--- src/design/sam_pkg.sv ---
package sam_pkg;

  // Table geometry
  localparam int TABLE_DEPTH = 16;
  localparam int COUNT_W     = $clog2(TABLE_DEPTH + 1);
  localparam int IDX_W       = (TABLE_DEPTH > 1) ? $clog2(TABLE_DEPTH) : 1;

  // Field widths and stream widths
  localparam int OP_W     = 2;
  localparam int ADDR_W   = 32;
  localparam int STATUS_W = 2;
  localparam int IN_RAW_W = OP_W + 2 * ADDR_W;
  localparam int IN_W     = ((IN_RAW_W + 7) / 8) * 8;
  localparam int OUT_RAW_W = 1 + STATUS_W + COUNT_W;
  localparam int OUT_W     = ((OUT_RAW_W + 7) / 8) * 8;

  // Operation codes
  localparam logic [OP_W-1:0] OP_CLEAR  = 2'd0;
  localparam logic [OP_W-1:0] OP_INSERT = 2'd1;
  localparam logic [OP_W-1:0] OP_CHECK  = 2'd2;

  // Status codes
  localparam logic [STATUS_W-1:0] ST_OK       = 2'd0;
  localparam logic [STATUS_W-1:0] ST_BAD_MASK = 2'd1;
  localparam logic [STATUS_W-1:0] ST_FULL     = 2'd2;

  // Controller to datapath commands
  typedef struct packed {
    logic load;      // capture request, clear scan index and hit flag
    logic rd_en;     // read table at scan index, advance index
    logic out_load;  // commit table update and load result register
  } sam_cmd_t;

  // Datapath to controller status
  typedef struct packed {
    logic need_scan;  // check request with a non-empty table
    logic scan_last;  // scan index points at the last held entry
    logic out_busy;   // result register holds an untaken result
  } sam_stat_t;

endpackage

--- src/design/sam_ctrl.sv ---
module sam_ctrl (
  input  logic               clk,
  input  logic               rst,
  input  logic               s_tvalid,
  output logic               s_tready,
  input  sam_pkg::sam_stat_t stat,
  output sam_pkg::sam_cmd_t  cmd
);

  typedef enum logic [2:0] {
    IDLE,
    PREP,
    SCAN,
    DRAIN,
    FINISH
  } state_t;

  state_t state;
  state_t state_next;

  // State register
  always_ff @(posedge clk) begin
    if (rst) begin
      state <= IDLE;
    end else begin
      state <= state_next;
    end
  end

  // Next state and commands
  always_comb begin
    state_next   = state;
    cmd          = '0;
    s_tready     = 1'b0;
    case (state)
      IDLE: begin
        s_tready = 1'b1;
        if (s_tvalid) begin
          cmd.load   = 1'b1;
          state_next = PREP;
        end
      end
      PREP: begin
        state_next = stat.need_scan ? SCAN : FINISH;
      end
      SCAN: begin
        cmd.rd_en = 1'b1;
        if (stat.scan_last) begin
          state_next = DRAIN;
        end
      end
      DRAIN: begin
        // last read entry is compared this cycle
        state_next = FINISH;
      end
      FINISH: begin
        if (!stat.out_busy) begin
          cmd.out_load = 1'b1;
          state_next   = IDLE;
        end
      end
      default: begin
        state_next = IDLE;
      end
    endcase
  end

endmodule

--- src/design/sam_dp.sv ---
module sam_dp (
  input  logic                      clk,
  input  logic                      rst,
  input  logic [sam_pkg::IN_W-1:0]  s_tdata,
  output logic                      m_tvalid,
  input  logic                      m_tready,
  output logic [sam_pkg::OUT_W-1:0] m_tdata,
  input  sam_pkg::sam_cmd_t         cmd,
  output sam_pkg::sam_stat_t        stat
);

  localparam int CW = sam_pkg::COUNT_W;
  localparam int IW = sam_pkg::IDX_W;
  localparam int AW = sam_pkg::ADDR_W;

  typedef logic [sam_pkg::OUT_W-1:0] out_word_t;

  // Request registers
  logic [sam_pkg::OP_W-1:0] op;
  logic [AW-1:0]            addr;
  logic [AW-1:0]            mask;

  // Table storage and count
  logic [AW-1:0] mask_mem [sam_pkg::TABLE_DEPTH];
  logic [AW-1:0] net_mem  [sam_pkg::TABLE_DEPTH];
  logic [CW-1:0] count;
  logic [CW-1:0] count_next;

  // Scan state
  logic [IW-1:0] idx;
  logic [AW-1:0] rd_mask;
  logic [AW-1:0] rd_net;
  logic          rd_valid;
  logic          hit;

  // Result fields
  logic                         allowed;
  logic [sam_pkg::STATUS_W-1:0] status;
  logic                         wr_en;
  logic                         bad_mask;
  logic                         full;

  // Capture the request
  always_ff @(posedge clk) begin
    if (cmd.load) begin
      op   <= s_tdata[sam_pkg::OP_W-1:0];
      addr <= s_tdata[sam_pkg::OP_W +: AW];
      mask <= s_tdata[sam_pkg::OP_W + AW +: AW];
    end
  end

  // Table read port, registered data
  always_ff @(posedge clk) begin
    if (cmd.rd_en) begin
      rd_mask <= mask_mem[idx];
      rd_net  <= net_mem[idx];
    end
  end

  // Table write port
  always_ff @(posedge clk) begin
    if (wr_en) begin
      mask_mem[count[IW-1:0]] <= mask;
      net_mem[count[IW-1:0]]  <= addr;
    end
  end

  // Scan index, compare and hit flag
  always_ff @(posedge clk) begin
    if (rst) begin
      idx      <= '0;
      rd_valid <= 1'b0;
      hit      <= 1'b0;
    end else begin
      rd_valid <= cmd.rd_en;
      if (cmd.load) begin
        idx <= '0;
        hit <= 1'b0;
      end else begin
        if (cmd.rd_en) begin
          idx <= idx + 1'b1;
        end
        if (rd_valid && ((addr & rd_mask) == rd_net)) begin
          hit <= 1'b1;
        end
      end
    end
  end

  // Result and table update
  always_comb begin
    bad_mask   = (addr & mask) != addr;
    full       = count >= CW'(sam_pkg::TABLE_DEPTH);
    allowed    = 1'b0;
    status     = sam_pkg::ST_OK;
    wr_en      = 1'b0;
    count_next = count;
    case (op)
      sam_pkg::OP_CLEAR: begin
        count_next = '0;
      end
      sam_pkg::OP_INSERT: begin
        if (bad_mask) begin
          status = sam_pkg::ST_BAD_MASK;
        end else if (full) begin
          status = sam_pkg::ST_FULL;
        end else begin
          wr_en      = cmd.out_load;
          count_next = count + 1'b1;
        end
      end
      sam_pkg::OP_CHECK: begin
        allowed = (count == '0) || hit;
      end
      default: begin
        count_next = count;
      end
    endcase
  end

  always_ff @(posedge clk) begin
    if (rst) begin
      count <= '0;
    end else if (cmd.out_load) begin
      count <= count_next;
    end
  end

  // Result register
  always_ff @(posedge clk) begin
    if (rst) begin
      m_tvalid <= 1'b0;
    end else if (cmd.out_load) begin
      m_tvalid <= 1'b1;
    end else if (m_tready) begin
      m_tvalid <= 1'b0;
    end
  end

  always_ff @(posedge clk) begin
    if (cmd.out_load) begin
      m_tdata <= out_word_t'({count_next, status, allowed});
    end
  end

  // Status to controller
  always_comb begin
    stat.need_scan = (op == sam_pkg::OP_CHECK) && (count != '0);
    stat.scan_last = (CW'(idx) + 1'b1) == count;
    stat.out_busy  = m_tvalid && !m_tready;
  end

  // Checks
  a_count_bound: assert property (@(posedge clk) disable iff (rst)
    count <= CW'(sam_pkg::TABLE_DEPTH))
    else $error("entry count above table depth");

  a_read_held: assert property (@(posedge clk) disable iff (rst)
    cmd.rd_en |-> (CW'(idx) < count))
    else $error("scan reads beyond held entries");

  a_load_free: assert property (@(posedge clk) disable iff (rst)
    cmd.out_load |-> !stat.out_busy)
    else $error("result loaded over an untaken result");

  a_load_valid: assert property (@(posedge clk) disable iff (rst)
    cmd.out_load |=> m_tvalid)
    else $error("result register not valid after load");

endmodule

--- src/design/subnet_access_list_match_core.sv ---
// Subnet access list match core.
// Holds up to 16 (mask, network) pairs and answers clear, insert and check
// requests, one result per request.
// Request channel s_*: accepted when s_tvalid and s_tready are high at a
// rising edge. s_tready is high only while the controller is idle.
// Result channel m_*: one registered result; a new request is taken while a
// finished result still waits in it.
// Sequence: a clear, an insert, or a check against an empty table goes
// from PREP to FINISH; a check against held entries scans them first,
// one table read per entry through the single read port, then drains.
// A new request can be accepted the cycle after a result is loaded; the
// block takes no new request before the last one's result is loaded.
// If the receiver stalls, the controller holds the finished request until
// the result register frees, and accepts nothing meanwhile.
// Reset (rst, synchronous) empties the table and drops any pending result;
// table contents are not cleared, entries are only read below the count.
module subnet_access_list_match_core (
  input  logic                      clk,
  input  logic                      rst,
  input  logic                      s_tvalid,
  output logic                      s_tready,
  input  logic [sam_pkg::IN_W-1:0]  s_tdata,  // operation, address, net_mask, zero pad
  output logic                      m_tvalid,
  input  logic                      m_tready,
  output logic [sam_pkg::OUT_W-1:0] m_tdata   // allowed, status, entry_count
);

  sam_pkg::sam_cmd_t  cmd;
  sam_pkg::sam_stat_t stat;

  sam_ctrl u_ctrl (
    .clk      (clk),
    .rst      (rst),
    .s_tvalid (s_tvalid),
    .s_tready (s_tready),
    .stat     (stat),
    .cmd      (cmd)
  );

  sam_dp u_dp (
    .clk      (clk),
    .rst      (rst),
    .s_tdata  (s_tdata),
    .m_tvalid (m_tvalid),
    .m_tready (m_tready),
    .m_tdata  (m_tdata),
    .cmd      (cmd),
    .stat     (stat)
  );

endmodule

--- config.mk ---
export PLATFORM = sky130hd
export DESIGN_NAME = subnet_access_list_match_core
export DESIGN_NICKNAME = d
export VERILOG_FILES = /design/src/design/sam_pkg.sv /design/src/design/sam_ctrl.sv /design/src/design/sam_dp.sv /design/src/design/subnet_access_list_match_core.sv
export SDC_FILE = /design/constraint.sdc
export NUM_CORES = 1
export LEC_CHECK = 0
export ABC_AREA = 1
export BUFFER_PORTS_ARGS = -buffer_cell sky130_fd_sc_hd__buf_2
export CORE_AREA = 2 2 322 324
export CTS_CLUSTER_SIZE = 14
export DETAILED_ROUTE_END_ITERATION = 6
export DIE_AREA = 0 0 324 326
export PLACE_DENSITY = 0.61
export SLEW_MARGIN = 15
export SYNTH_ARGS = -nofsm -noshare
export SYNTH_HDL_FRONTEND = slang
export SYNTH_SLANG_ARGS = --single-unit
--- constraint.sdc ---
create_clock -name clk -period 9.6 [get_ports clk]
set_input_delay 1.92 -clock clk [delete_from_list [all_inputs] [get_ports clk]]
set_output_delay 1.92 -clock clk [all_outputs]
set_load 0.02 [all_outputs]
==> results.cfg <==
[route]
drtAntennaViolNets = 0
drc_errors = 0
first_pass_iters = 5
wire_per_inst_um = 25.1
vias = 26400
viasPerCell = 5.79
wl_um = 115000
drt_iter0_drc = 2968

[final_layout]
final_nets = 3169
fill_cells = 8488
instances_no_fill = 4561
drive_gt1_share_pct = 9.75
layout_common_cells = edfxtp_1 (1162), nor2_1 (440), o21ai_0 (282)
synthToLayoutAreaGrowth_pct = 11.4
final_common_cell = edfxtp_1
multi_input_area_mm2 = 0.00947
regArea_mm2 = 0.0352
finalCoreUtilization_pct = 49.7

[logic_synthesis]
avgSynthCellArea_um2 = 15.0
synth_edf_count = 1162
ys_seq_area_share_pct = 76.9
muxShareOfSynthArea_pct = 3.98
ys_warn_count = 0
synth_top_area_share_pct = 76.2
yosys.area_share.xor_xnor_pct = 0.364
syn_inst = 3042
synthFlopType = edfxtp_1
yosys.area_share.adder_pct = 0.137
synth_cell_types = 32
synthSimpleGateAreaFrac_pct = 6.73
synth-compound-area-share_pct = 9.20
synth_seq_cells = 1177
syn_nets = 3123
async_flop_share_pct = 0
yosys.area.top_type = edfxtp_1
synth_top_family_by_area = compound AO/OA/AOI/OAI gates
syn_area_mm2 = 0.0458
synth_area_leaders = edfxtp_1 (76%), mux2i_1 (4.0%), nor2_1 (3.7%)

[worst_setup_path]
criticalPathCategory = flip-flop to flip-flop
worstPathRequired_ns = 9.89
cp-end-kind = flip-flop
cp-startpoint = u_dp.mask[17]
worst-path-max-fanout = 43
arrival_ns = 5.33
cp-start-kind = flip-flop
r2r_start = u_dp.mask[17]

[placement]
place.gp.congestion = 0.790
post-place-ws_ns = 4.49
port_buffers = 79
dpl.cell_count = 4351
place_hpwl_um = 57400

[sta]
setup_violations = 0
fin_tns_setup_ns = 0
fin_crit_sh_pct = 52.4
finalHoldViolCount = 0
tightest_slew_ns = 1.18
final-max-slew-violation-count = 0
clock.fmax_mhz = 199
finalClockSkew_ns = 0.0319
setup_ws_ns = 4.57
final.min_clock_period_ns = 5.03
rsz0062_at_grt = false
relSlewSlack_pct = 21.3

[min_path]
hp-class = flip-flop to flip-flop
hp-start = u_dp.hit

[clocking]
cts-root-buf = clkbuf_16
cts_tree = yes
insertion_delay_ns = 0.70
cts_max_level = 3
clk_pin_slew_ns = 0.06
post_cts_buffers = 0
clock-sinks = 1177
cts_made_buffers = 115
cts_buffer_depth = 3
ctsHoldBuffers = 0
post_cts_resized = 0

[grt]
antenna_found_initial = 3
grt_overflow_total = 0
grt_pass1_wl_um = 168000
track_usage_pct = 21.5
grt_max_degree = 175
grt_pass1_vias = 25800

[die]
die_area_mm2 = 0.106
die_h_um = 326
start_util_pct = 44.6
rows = 118
io_pins = 86
core_mm2 = 0.103
die_w_um = 324

[power_and_ir_drop]
switching_power_mw = 2.09
comb_power_share_pct = 1.6
ir_worst_vdd_v = 0.000149
switching_share_pct = 20.3
power.density_mw_per_mm2 = 202
p_leak_nw = 15.8
power_frac_clock_pct = 41.6
internal_power_mw = 8.22
power.total_mw = 10.3
seqPwrFrac_pct = 56.8

[outcome]
status = complete, no violations

[job]
maxCapViolCount = 0
[synth_stat cells, types with 11 or more instances]
cell	n
edfxtp_1	1162
nor2_1	457
o21ai_0	282
nand2_1	210
mux2i_1	182
o221ai_1	182
clkbuf_1	114
nand3_1	73
inv_1	62
o211ai_1	60
o32ai_1	59
buf_2	44
buf_6	22
nor3_1	20
xor2_1	16
dfxtp_1	15
o22ai_1	15
a21oi_1	13
buf_4	11
[path summary, 6_finish.rpt]
| check | slack [ns] | to | cells after the start |
|---|---|---|---|
| min reg2reg | 0.51 | u_dp.hit | 2 |
| max reg2reg | 4.57 | u_dp.net_mem[10][4] | 11 |
| min | 0.51 | u_dp.hit | 2 |
| max | 4.57 | u_dp.net_mem[10][4] | 11 |
[layout make-up]
class                           instances  area share (%)
Antenna cell                            1         0.00491
Clock buffer                          144            5.94
Clock inverter                         65            1.06
Inverter                               64           0.503
Multi-Input combinational cell       1606            18.6
Sequential cell                      1177            69.1
Tap cell                             1380            3.39
Timing Repair Buffer                  124            1.44
[flip-flops by register name (all words and copies together), names as in the netlist, 2 cells and up]
signal	cells
u_dp.net_mem	512
u_dp.count	5
u_ctrl.state	3
u_dp.idx	4
u_dp.m_tdata	8
u_dp.addr	32
u_dp.mask	32
u_dp.op	2
u_dp.rd_mask	32
u_dp.mask_mem	512
u_dp.rd_net	32
[power by group through the flow]
| stage | combinational (mW) | clock, mW | sequential (mW) |
|---|---|---|---|
| after floorplan | 0.0832 | 0 | 5.91 |
| after global placement | 0.166 | 0 | 5.95 |
| after detailed placement | 0.166 | 0 | 5.96 |
| after CTS | 0.167 | 4.36 | 5.85 |
| after global routing | 0.181 | 4.56 | 5.86 |
| final | 0.165 | 4.29 | 5.85 |
[metrics by stage]
stage | hold slack (ns) | area, um^2
floorplan | 0.436 | 45800
global placement | 0.492 | 47400
detailed placement | 0.498 | 47400
CTS | 0.507 | 51000
global route | 0.531 | 51000
finish | 0.511 | 51000
[kinds of logic (layout without fill, tap and decap cells)]
group,Yosys count,count (layout)
simple gates,777,777
other cells,0,1
flops,1177,1177
buf+inv,259,397
xor+xnor,19,19
compound gates,623,623
mux,182,182
fa+ha+maj,5,5
[per-layer routing]
| layer | share of wire [%] | up-vias | wire (um) | track usage (%) |
|---|---|---|---|---|
| met5 | 0.010 | - | 12 | 0 |
| met2 | 48 | 999 | 55100 | 34.8 |
| met4 | 2.6 | 2 | 3020 | 6.55 |
| met3 | 7.0 | 183 | 8000 | 3.51 |
| li1 | - | 11800 | - | - |
| met1 | 42 | 13500 | 48500 | 29.9 |
[worst max-delay path, stage by stage, from the launching register on]
cell and delay, ns:
edfxtp_1 0.70, inv_1 0.09, nand2_1 0.08, o21ai_0 0.12, nor2_1 0.19, nand2_1 0.18
nor2_1 0.59, nand4_1 0.31, nor2_2 0.27, nand2_1 0.29, nor2_4 0.84, buf_4 0.88
(Power assumes the default switching activity.)
